===== config.mk =====
export PLATFORM = sky130hd
export DESIGN_NAME = mal_ctrl
export DESIGN_NICKNAME = d
export VERILOG_FILES = /design/src/hdl/mal_pkg.sv /design/src/hdl/mal_ctrl.sv
export SDC_FILE = /design/constraint.sdc
export NUM_CORES = 1
export LEC_CHECK = 0
export ABC_AREA = 1
export ABC_CLOCK_PERIOD_IN_PS = 3200
export BUFFER_PORTS_ARGS = -buffer_cell sky130_fd_sc_hd__buf_2
export CAP_MARGIN = 0
export CORE_AREA = 2 2 39 41
export DETAILED_ROUTE_END_ITERATION = 10
export DIE_AREA = 0 0 41 43
export PLACE_DENSITY = 0.3
export SLEW_MARGIN = 10
export SYNTH_ARGS = -nofsm -noshare
export SYNTH_HDL_FRONTEND = slang
export SYNTH_SLANG_ARGS = --single-unit

===== constraint.sdc =====
create_clock -name clk -period 3.2 [get_ports clk]
set_input_delay 0 -clock clk [delete_from_list [all_inputs] [get_ports clk]]
set_output_delay 0 -clock clk [all_outputs]
set_load 0.05 [all_outputs]

===== src/hdl/mal_pkg.sv =====
// ----------------------------------------------------------------------------
// MAC learning table package
// Types, sizes and codes shared by the learning table modules.
// ----------------------------------------------------------------------------
package mal_pkg;

    localparam int TABLE_ENTRIES = 64;
    localparam int IDX_W         = (TABLE_ENTRIES > 1) ? $clog2(TABLE_ENTRIES) : 1;
    localparam int CNT_W         = $clog2(TABLE_ENTRIES + 1);
    localparam int COUNT_W       = 7;
    localparam int ADDR_W        = 48;
    localparam int TIME_W        = 32;
    localparam int CHAN_W        = 4;

    localparam logic MODE_OBSERVE = 1'b0;
    localparam logic MODE_PRUNE   = 1'b1;

    typedef enum logic [1:0] {
        OUTCOME_REFRESH = 2'd0,
        OUTCOME_INSERT  = 2'd1,
        OUTCOME_EVICT   = 2'd2,
        OUTCOME_PRUNE   = 2'd3
    } outcome_t;

    typedef struct packed {
        logic                mode;
        logic [ADDR_W-1:0]   source_address;
        logic [TIME_W-1:0]   now_ms;
        logic [CHAN_W-1:0]   radio_channel;
    } mal_in_t;

    typedef struct packed {
        outcome_t            outcome;
        logic [ADDR_W-1:0]   evicted_address;
        logic [COUNT_W-1:0]  pruned_count;
        logic [COUNT_W-1:0]  occupancy;
    } mal_out_t;

    typedef struct packed {
        logic [CHAN_W-1:0]   channel;
        logic [TIME_W-1:0]   last_seen;
        logic [ADDR_W-1:0]   address;
    } mal_entry_t;

    localparam int ENTRY_W = $bits(mal_entry_t);

    typedef enum logic [1:0] {
        ST_IDLE,
        ST_SCAN,
        ST_DRAIN,
        ST_COMMIT
    } mal_state_t;

    typedef struct packed {
        logic load;
        logic issue;
        logic commit;
    } ctrl_cmd_t;

    typedef struct packed {
        logic last_issue;
    } ctrl_status_t;

    function automatic logic [COUNT_W-1:0] to_count(input logic [CNT_W-1:0] value);
        logic [CNT_W+COUNT_W-1:0] wide;
        wide = {{COUNT_W{1'b0}}, value};
        return wide[COUNT_W-1:0];
    endfunction

endpackage


===== src/hdl/mal_ctrl.sv =====
// ----------------------------------------------------------------------------
// MAC learning table controller
// Sequences the table scan, the drain of the last read and the commit.
// ----------------------------------------------------------------------------
module mal_ctrl (
    input  logic                  clk,
    input  logic                  rst_n,
    input  logic                  start,
    output logic                  busy,
    input  mal_pkg::ctrl_status_t status,
    output mal_pkg::ctrl_cmd_t    cmd
);
    import mal_pkg::*;

    mal_state_t state_reg;
    mal_state_t state_next;

    always_ff @(posedge clk or negedge rst_n)
    begin
        if (!rst_n)
        begin
            state_reg <= ST_IDLE;
        end
        else
        begin
            state_reg <= state_next;
        end
    end

    always_comb
    begin
        state_next = state_reg;
        case (state_reg)
            ST_IDLE:
            begin
                if (start)
                begin
                    state_next = ST_SCAN;
                end
            end
            ST_SCAN:
            begin
                if (status.last_issue)
                begin
                    state_next = ST_DRAIN;
                end
            end
            ST_DRAIN:
            begin
                state_next = ST_COMMIT;
            end
            ST_COMMIT:
            begin
                state_next = ST_IDLE;
            end
            default:
            begin
                state_next = ST_IDLE;
            end
        endcase
    end

    always_comb
    begin
        cmd  = '0;
        busy = 1'b1;
        case (state_reg)
            ST_IDLE:
            begin
                busy     = 1'b0;
                cmd.load = start;
            end
            ST_SCAN:
            begin
                cmd.issue = 1'b1;
            end
            ST_DRAIN:
            begin
                cmd = '0;
            end
            ST_COMMIT:
            begin
                cmd.commit = 1'b1;
            end
            default:
            begin
                busy = 1'b1;
            end
        endcase
    end

endmodule


==> results.ini, run 1 <==
[synth]
ys_seq_area_share_pct=26.1
synth-seq-cells=2
synth_top_area_cell=ha_1
avgSynthCellArea_um2=7.36
ys_warn_count=0
synth_top_cell_area_share_pct=32.7
syn_inst=26
yosysUniqueCellTypes=6
synth.area.top_cells=ha_1, dfrtp_1, inv_1
syn_area_um2=191
mappedNetlistNets=35

[floorplanning]
die_x_um=41
dieArea_um2=1760
core-area_um2=1380
start_util_pct=13.8
num_rows=14
die_y_um=43
ios=8

[route]
wl_met2_um=179
via_per_inst=3.21
wirelength_um=348
routedWlPerCell_um=6.57
first_pass_iters=2
highest_layer=met3
detail_route.drc_violations=0
drt-initial-drc-count=1
wl_met3_um=17
antenna_left=0
vias=170
met1Wirelength_um=151

[global_route]
antenna_found_initial=0
grt_first_pass_wirelength_um=531
grt_use_total_pct=4.82
grt_pass1_vias=157
grt.overflow.total=0
grt_start_max_net_pins=5

[clocking]
cts_tree=yes
clock_sinks=2
post_cts_buffers=0
root_buffer=clkbuf_4
cts-hold-fix-buffers=1
clk_pin_slew_ns=0.03
clkLatencyLatePin_ns=0.22
htreeDepth=1
cts_max_path_buffers=2
numCtsBuffers=3
post_cts_resize_count=0

[worst_setup_path]
startpoint_type=flop
end_kind=primary output
cp_max_fo=4
critPathKind=flop to primary output
r2r_setup_slack_ns=2.10
arrival_ns=1.31
critPathRequiredTime_ns=3.20

[timing]
fin_ws_ns=1.89
report.final.slew_viol_count=0
rsz0062_at_grt=no
hold_viol=0
finalSetupViolations=0
post-route-min-period_ns=1.31
relSlewSlack_pct=83.5
skew_ns=0.00164
fin_tns_setup_ns=0
post-route-period-util_pct=41.0
fmax_mhz=763
worst_slew_pin_slew_ns=0.249

[place]
post_dp_cell_area_um2=246
dp_hpwl_um=275
io_buffers=7
pre_cts_ws_ns=2.09
globalplace.congestion=0.621

[cells_and_area]
fill_cells=162
fin_util_pct=20.2
nNetsFinal=48
largest_reg_flops=2
syn_to_final_growth_pct=45.8
stdcell_area_um2=279
antenna_cells=0
drive_above_1_share_pct=32.4

[status]
status=finished clean

[hold_path]
hp-class=primary input to async pin

[job]
maxCapViolations=0

[critical path, stage by stage, from the launching register on]
cell and delay (ns):
dfrtp_1 0.40, inv_1 0.12, ha_1 0.21, nand2_1 0.06, inv_1 0.04, buf_2 0.25
[metal layers]
metal	vias to the layer above	global-route usage [%]
met4	0	6.00
met2	4	6.88
met5	-	0
met1	71	4.52
met3	0	1.57
li1	95	-
[cell usage after synthesis]
cell type  instances
dfrtp_1            2
nand2_1            7
nand2_2            2
ha_1               5
nand3_1            2
inv_1              8
[cell type report]
cell class | count | area, um2 | area share (%)
well taps | 16 | 20.0 | 7.17
flip-flops and latches | 2 | 50.0 | 17.9
multi-input cells | 16 | 111 | 39.9
inverters | 8 | 30.0 | 10.8
repair buffers | 8 | 45.0 | 16.1
clock buffers | 3 | 22.5 | 8.07
[per-stage QoR]
step | std cells | hold slack [ns]
global placement | 49 | -0.216
global route | 53 | 0.0807
detailed placement | 49 | -0.213
finish | 53 | 0.0943
CTS | 53 | 0.0763
floorplan | 26 | -0.296
[worst paths after layout]
check,from,to,cells after the start
hold reg to reg,state_reg[1],state_reg[1],2
min in group clk,start,state_reg[0],5
setup reg to reg,state_reg[0],state_reg[1],6
setup / recovery,state_reg[0],cmd[2],5
max in group asynchronous,rst_n,state_reg[1],2
hold / removal,rst_n,state_reg[0],2
[cells in the final DEF (no fill, tap or decap)]
cell           count
buf_2              7
clkbuf_4           3
dfrtp_1            2
dlygate4sd3_1      1
ha_1               5
inv_1              8
nand2_1            7
nand2_2            2
nand3_1            2
[cells by family (layout without fill, tap and decap cells)]
logic type,after synthesis,after routing,synth area share (%)
simple gates,11,11,25.5
fa+ha+maj,5,5,32.7
flops,2,2,26.1
buf+inv,8,19,15.7
Power of run 1 is not shown: default switching activity piles up to over one toggle a cycle in this logic, so the estimate is an artifact.
==> run 2: changes to the inputs <==
--- a/config.mk
+++ b/config.mk
@@ -5,8 +5,8 @@
 export SDC_FILE = /design/constraint.sdc
 export NUM_CORES = 1
 export LEC_CHECK = 0
-export ABC_AREA = 1
-export ABC_CLOCK_PERIOD_IN_PS = 3200
+export ABC_AREA = 0
+export ABC_CLOCK_PERIOD_IN_PS = 1300
 export BUFFER_PORTS_ARGS = -buffer_cell sky130_fd_sc_hd__buf_2
 export CAP_MARGIN = 0
 export CORE_AREA = 2 2 39 41
==> constraint.sdc (replaced) <==
create_clock -name clk -period 1.3 [get_ports clk]
set_input_delay 0 -clock clk [delete_from_list [all_inputs] [get_ports clk]]
set_output_delay 0 -clock clk [all_outputs]
set_load 0.05 [all_outputs]
==> run 2 against run 1 <==
- synthesized cell count shrank 38%
- clock-buffer cell count did not move
- global-route usage rose by 1.2 points
- utilization rose by 5.7 points
- design area grew 28%
- routed wire length rose by 13%
- register-to-register slack worse by 2.1 ns
- die area stayed put
- critical path depth did not move
- setup slack worse by 1.9 ns
==> results.ini, run 2 <==
[status]
status=finished clean

[worst_setup_path]
worstRegToRegCells=5  ; -1
r2r_setup_slack_ns=0.04  ; -2.06 ns
critPathMaxStageDelay_ns=0.37  ; -0.03 ns
r2r-start=state_reg[1]
endpoint=state_reg[1]
crit_chain=inv_2, ha_4, inv_6, o22ai_4, mux2_4
startpoint_type=flop
r2r-end=state_reg[1]
end_kind=flop
critPathKind=flop to flop
critPathRequiredTime_ns=1.40  ; -1.80 ns
cpMaxStageDelayCell=dfrtp_1
cp_max_fo=3  ; -1
startpoint=state_reg[1]
arrival_ns=1.36  ; +0.05 ns

[cells_and_area]
antenna_cells=0  ; unchanged
fin_util_pct=25.9  ; +5.7 points
syn_to_final_growth_pct=109
drive_above_1_share_pct=73.5  ; +41 points
nNetsFinal=45  ; -6.3%
final_cells=50  ; -5.7%
final_cell_mix=buf_4, buf_2, clkbuf_4
largest_reg_flops=2  ; unchanged
fill_cells=146  ; -9.9%
final_common_cell=buf_4

[timing]
report.final.slew_viol_count=0  ; unchanged
hold_viol=0  ; unchanged
worst_slew_pin_slew_ns=0.247  ; -0.00215 ns
fin_ws_ns=0.0351  ; -1.85 ns
skew_ns=0.000664  ; -0.000977 ns
post-route-min-period_ns=1.26
fin_tns_setup_ns=0  ; unchanged
relSlewSlack_pct=83.6  ; +0.14 points
post-route-period-util_pct=97.3
finalSetupViolations=0  ; unchanged
rsz0062_at_grt=yes
fmax_mhz=791

[synth]
yosysUniqueCellTypes=9  ; +3
synth_edf_count=0  ; unchanged
synth_ff_type=dfrtp_1
synth_top_cell_area_share_pct=36.5  ; +3.8 points
ys_seq_area_share_pct=29.2  ; +3.1 points
synth_most_common_cell=ha_1
syn_inst=16  ; -38%
synth.area.top_cells=ha_1, dfrtp_1, o22ai_2
avgSynthCellArea_um2=10.7  ; +46%
synth-seq-cells=2  ; unchanged
async_flop_share_pct=100  ; unchanged
synth_top_area_cell=ha_1
syn_area_um2=171  ; -10%
synth_common_cells=ha_1, inv_1, dfrtp_1
mappedNetlistNets=25  ; -29%
ys_warn_count=0  ; unchanged

[place]
globalplace.congestion=0.709  ; +14%
io_buffers=7  ; unchanged
pre_cts_ws_ns=-0.0152  ; -2.10 ns
placed_cells=44  ; -10%

[job]
maxCapViolations=0  ; unchanged

[floorplanning]
ios=8  ; unchanged
num_rows=14  ; unchanged
dieArea_um2=1760  ; unchanged
core-area_um2=1380  ; unchanged
die_y_um=43  ; unchanged
die_x_um=41  ; unchanged
start_util_pct=12.4  ; -1.4 points

[clocking]
cts_tree=yes
root_buffer=clkbuf_4
numCtsBuffers=3  ; unchanged
cts_max_path_buffers=2  ; unchanged
clk_pin_slew_ns=0.03  ; about the same
clock_sinks=2  ; unchanged
clkLatencyLatePin_ns=0.22  ; about the same
htreeDepth=1  ; unchanged

[route]
first_pass_iters=1  ; -1
antenna_left=0  ; unchanged
via_per_inst=3.34  ; +4.1%
detail_route.drc_violations=0  ; unchanged
wirelength_um=392  ; +13%
drt-initial-drc-count=0  ; -1
vias=167  ; -1.8%
routedWlPerCell_um=7.84  ; +19%

[global_route]
grt.overflow.total=0  ; unchanged
grt_start_max_net_pins=4  ; -1
grt_first_pass_wirelength_um=683  ; +29%
grt_pass1_vias=194  ; +24%
antenna_found_initial=0  ; unchanged
grt_use_total_pct=6.02  ; +1.2 points

[hold_path]
hp-class=primary input to async pin

## run 2: repair_timing
action / CTS / global route
hold buffers: 1 / 0
pin swaps: 2 / 0
endpoints found under the setup margin: 1 / 4
endpoints found under the hold margin: 2 / 0
buffers inserted: 1 / 1
gates cloned: 0 / 0
resized for setup: 0 / 3
## run 2: kinds of logic (layout without fill, tap and decap cells)
kind of cell	after synthesis	after routing	synth area share [%]
adders and majority gates	5	5	36.5
buffers and inverters	4	22	8.76
muxes	2	2	12.4
DFF	2	2	29.2
and+or+nand+nor	2	2	5.84
AOI/OAI and AO/OA	1	1	7.30
## run 2: metal layers
| layer | routed length [um] | track usage [%] |
|---|---|---|
| met1 | 153 | 6.41 |
| met2 | 201 | 9.69 |
| met3 | 37 | 0 |
| met4 | 0 | 6.00 |
| met5 | 0 | 0 |
## run 2: worst min path at each step
stage | start | end | slack [ns] | cells after the start
after floorplan | rst_n | state_reg[0] | -0.30 | 0
after global routing | rst_n | state_reg[0] | 0.11 | 2
final | rst_n | state_reg[0] | 0.09 | 2
after detailed placement | rst_n | state_reg[1] | -0.21 | 1
after CTS | rst_n | state_reg[1] | 0.08 | 2
after global placement | rst_n | state_reg[1] | -0.21 | 1
## run 2: metrics by stage
step | hold slack, ns | instance area [um2]
after global routing | 0.107 | 358
final | 0.0903 | 358
after global placement | -0.214 | 305
after floorplan | -0.296 | 213
after detailed placement | -0.213 | 305
after CTS | 0.0810 | 345
## run 2: final cells by class
cell class              count  area, um2  share of cell area (%)
inverters                   4       20.0                    5.59
multi-input cells          10        143                    39.9
repair buffers             15        103                    28.7
well taps                  16       20.0                    5.59
clock buffers               3       22.5                    6.29
flip-flops and latches      2       50.0                    14.0
## run 2: critical path: cells and delay by family, from the launching register on
| family | cells | cell delay [ns] |
|---|---|---|
| DFF | 1 | 0.37 |
| AOI/OAI and AO/OA | 1 | 0.16 |
| adders and majority gates | 1 | 0.16 |
| buffers and inverters | 2 | 0.14 |
| muxes | 1 | 0.32 |
Power of run 2 is left out for the same reason.
==> run 3: changes to the inputs <==
--- a/config.mk
+++ b/config.mk
@@ -10,6 +10,7 @@
 export BUFFER_PORTS_ARGS = -buffer_cell sky130_fd_sc_hd__buf_2
 export CAP_MARGIN = 0
 export CORE_AREA = 2 2 39 41
+export CTS_BUF_LIST = sky130_fd_sc_hd__clkbuf_8
 export DETAILED_ROUTE_END_ITERATION = 10
 export DIE_AREA = 0 0 41 43
 export PLACE_DENSITY = 0.3
==> constraint.sdc (replaced) <==
create_clock -name clk -period 1.3 [get_ports clk]
set_input_delay 0.325 -clock clk [delete_from_list [all_inputs] [get_ports clk]]
set_output_delay 0.325 -clock clk [all_outputs]
set_load 0.05 [all_outputs]
==> run 3 against run 2 <==
- the run now ends with negative setup slack left
- setup slack got worse by 0.16 ns
- hold slack gained 0.34 ns
- register-to-register slack got worse by 0.08 ns
- critical path depth down 1
- first-iteration DRC count up 1
- die area stayed put
- maximum frequency decreased by 11%
- highest routed layer unchanged
==> results.ini, run 3 (synthesized netlist as in run 2, its figures left out) <==
[clocking]
cts_max_path_buffers=2  ; unchanged
cts_tree=yes
root_buffer=clkbuf_8
clk_pin_slew_ns=0.03  ; about the same
htreeDepth=1  ; unchanged
clock_sinks=2  ; unchanged
numCtsBuffers=3  ; unchanged
clkLatencyLatePin_ns=0.21  ; about the same

[worst_setup_path]
startpoint_type=flop
critPathRequiredTime_ns=0.98  ; -0.42 ns
cpMaxStageDelayCell=dfrtp_1
r2r-start=state_reg[1]
arrival_ns=1.10  ; -0.26 ns
cp_max_fo=3  ; unchanged
startpoint=state_reg[1]
crit_chain=inv_2, ha_4, and2_4, buf_8
end_kind=primary output
critPathKind=flop to primary output
critPathMaxStageDelay_ns=0.37  ; about the same

[route]
vias=173  ; +3.6%
detail_route.drc_violations=0  ; unchanged
via_per_inst=3.33  ; -0.39%
first_pass_iters=2  ; +1
routedWlPerCell_um=7.12  ; -9.2%
drt-initial-drc-count=1  ; +1
wirelength_um=370  ; -5.6%
antenna_left=0  ; unchanged

[cells_and_area]
final_cell_mix=buf_4, inv_2, clkbuf_8, buf_2, buf_8
final_cells=52  ; +4.0%
drive_above_1_share_pct=80.6  ; +7.0 points
syn_to_final_growth_pct=161
final_common_cell=buf_4
largest_reg_flops=2  ; unchanged
nNetsFinal=47  ; +4.4%
antenna_cells=0  ; unchanged

[floorplanning]
die_x_um=41  ; unchanged
num_rows=14  ; unchanged
core-area_um2=1380  ; unchanged
ios=8  ; unchanged
die_y_um=43  ; unchanged
dieArea_um2=1760  ; unchanged
start_util_pct=12.4  ; unchanged

[global_route]
grt_use_total_pct=5.32  ; -0.70 points
antenna_found_initial=0  ; unchanged
grt_start_max_net_pins=4  ; unchanged
grt_first_pass_wirelength_um=641  ; -6.1%
grt.overflow.total=0  ; unchanged
grt_pass1_vias=166  ; -14%

[status]
status=complete, but fails checks
violations=negative setup slack

[timing]
skew_ns=0.00308  ; +0.00242 ns
post-route-period-util_pct=109  ; +12 points
worst_slew_pin_slew_ns=0.173  ; -0.0747 ns
post-route-min-period_ns=1.42  ; +0.156 ns
report.final.slew_viol_count=0  ; unchanged
finalSetupViolations=5  ; +5
relSlewSlack_pct=88.5  ; +4.9 points
hold_viol=0  ; unchanged
fmax_mhz=704  ; -11%
fin_ws_ns=-0.121  ; -0.156 ns
rsz0062_at_grt=yes

[place]
placed_cells=45  ; +2.3%
io_buffers=7  ; unchanged
globalplace.congestion=0.667  ; -5.9%

[hold_path]
hp-class=primary input to async pin

[job]
maxCapViolations=0  ; unchanged

==> run 3: area by class of cell <==
class | instances | area (um2)
Inverter | 4 | 22.5
Multi-Input combinational cell | 10 | 148
Timing Repair Buffer | 17 | 165
Tap cell | 16 | 20.0
Sequential cell | 2 | 50.0
Clock buffer | 3 | 41.3
Fill cell | 148 | 937
==> run 3: path summary, 6_finish.rpt <==
path	to	slack (ns)	cells past startpoint
max	cmd[2]	-0.12	4
max reg2reg	state_reg[1]	-0.04	6
min reg2reg	state_reg[1]	0.64	2
min in group clk	state_reg[1]	0.52	3
max in group asynchronous	state_reg[0]	0.77	2
min	state_reg[1]	0.43	2
==> run 3: through the flow <==
stage                     util [%]  TNS [ns]  hold slack, ns  cell area [um2]  setup WS, ns
after detailed placement      22.7   -0.0287           0.113              314       -0.0279
after CTS                     30.4    -0.358           0.435              420        -0.133
after global routing          32.3    -0.782           0.455              447        -0.186
after floorplan                  -   -0.0483          0.0294              214       -0.0483
after global placement        22.7   -0.0376           0.109              314       -0.0339
final                         32.3    -0.434           0.433              447        -0.121
==> run 3: worst max-delay path: cells and delay by family, from the launching register on <==
kind                     cells  cell delay (ns)
AND/OR/NAND/NOR              1             0.14
flip-flops                   1             0.37
buffers and inverters        2             0.22
adder cells (fa/ha/maj)      1             0.15
==> run 3: timing repair <==
| action | in CTS | in global routing |
|---|---|---|
| hold buffers | 1 | 0 |
| buffers inserted | 2 | 1 |
| gates resized for setup | 13 | 2 |
| pin swaps | 1 | 2 |
| endpoints found under the hold margin | 2 | 0 |
| endpoints found under the setup margin | 5 | 6 |
==> run 3: routing by layer <==
metal	up-vias	track usage (%)	wire length [um]
li1	89	-	-
met1	81	6.73	150
met2	3	8.13	205
met3	0	3.14	14
met4	0	0	0
met5	-	0	0
Power of run 3 is left out for the same reason.
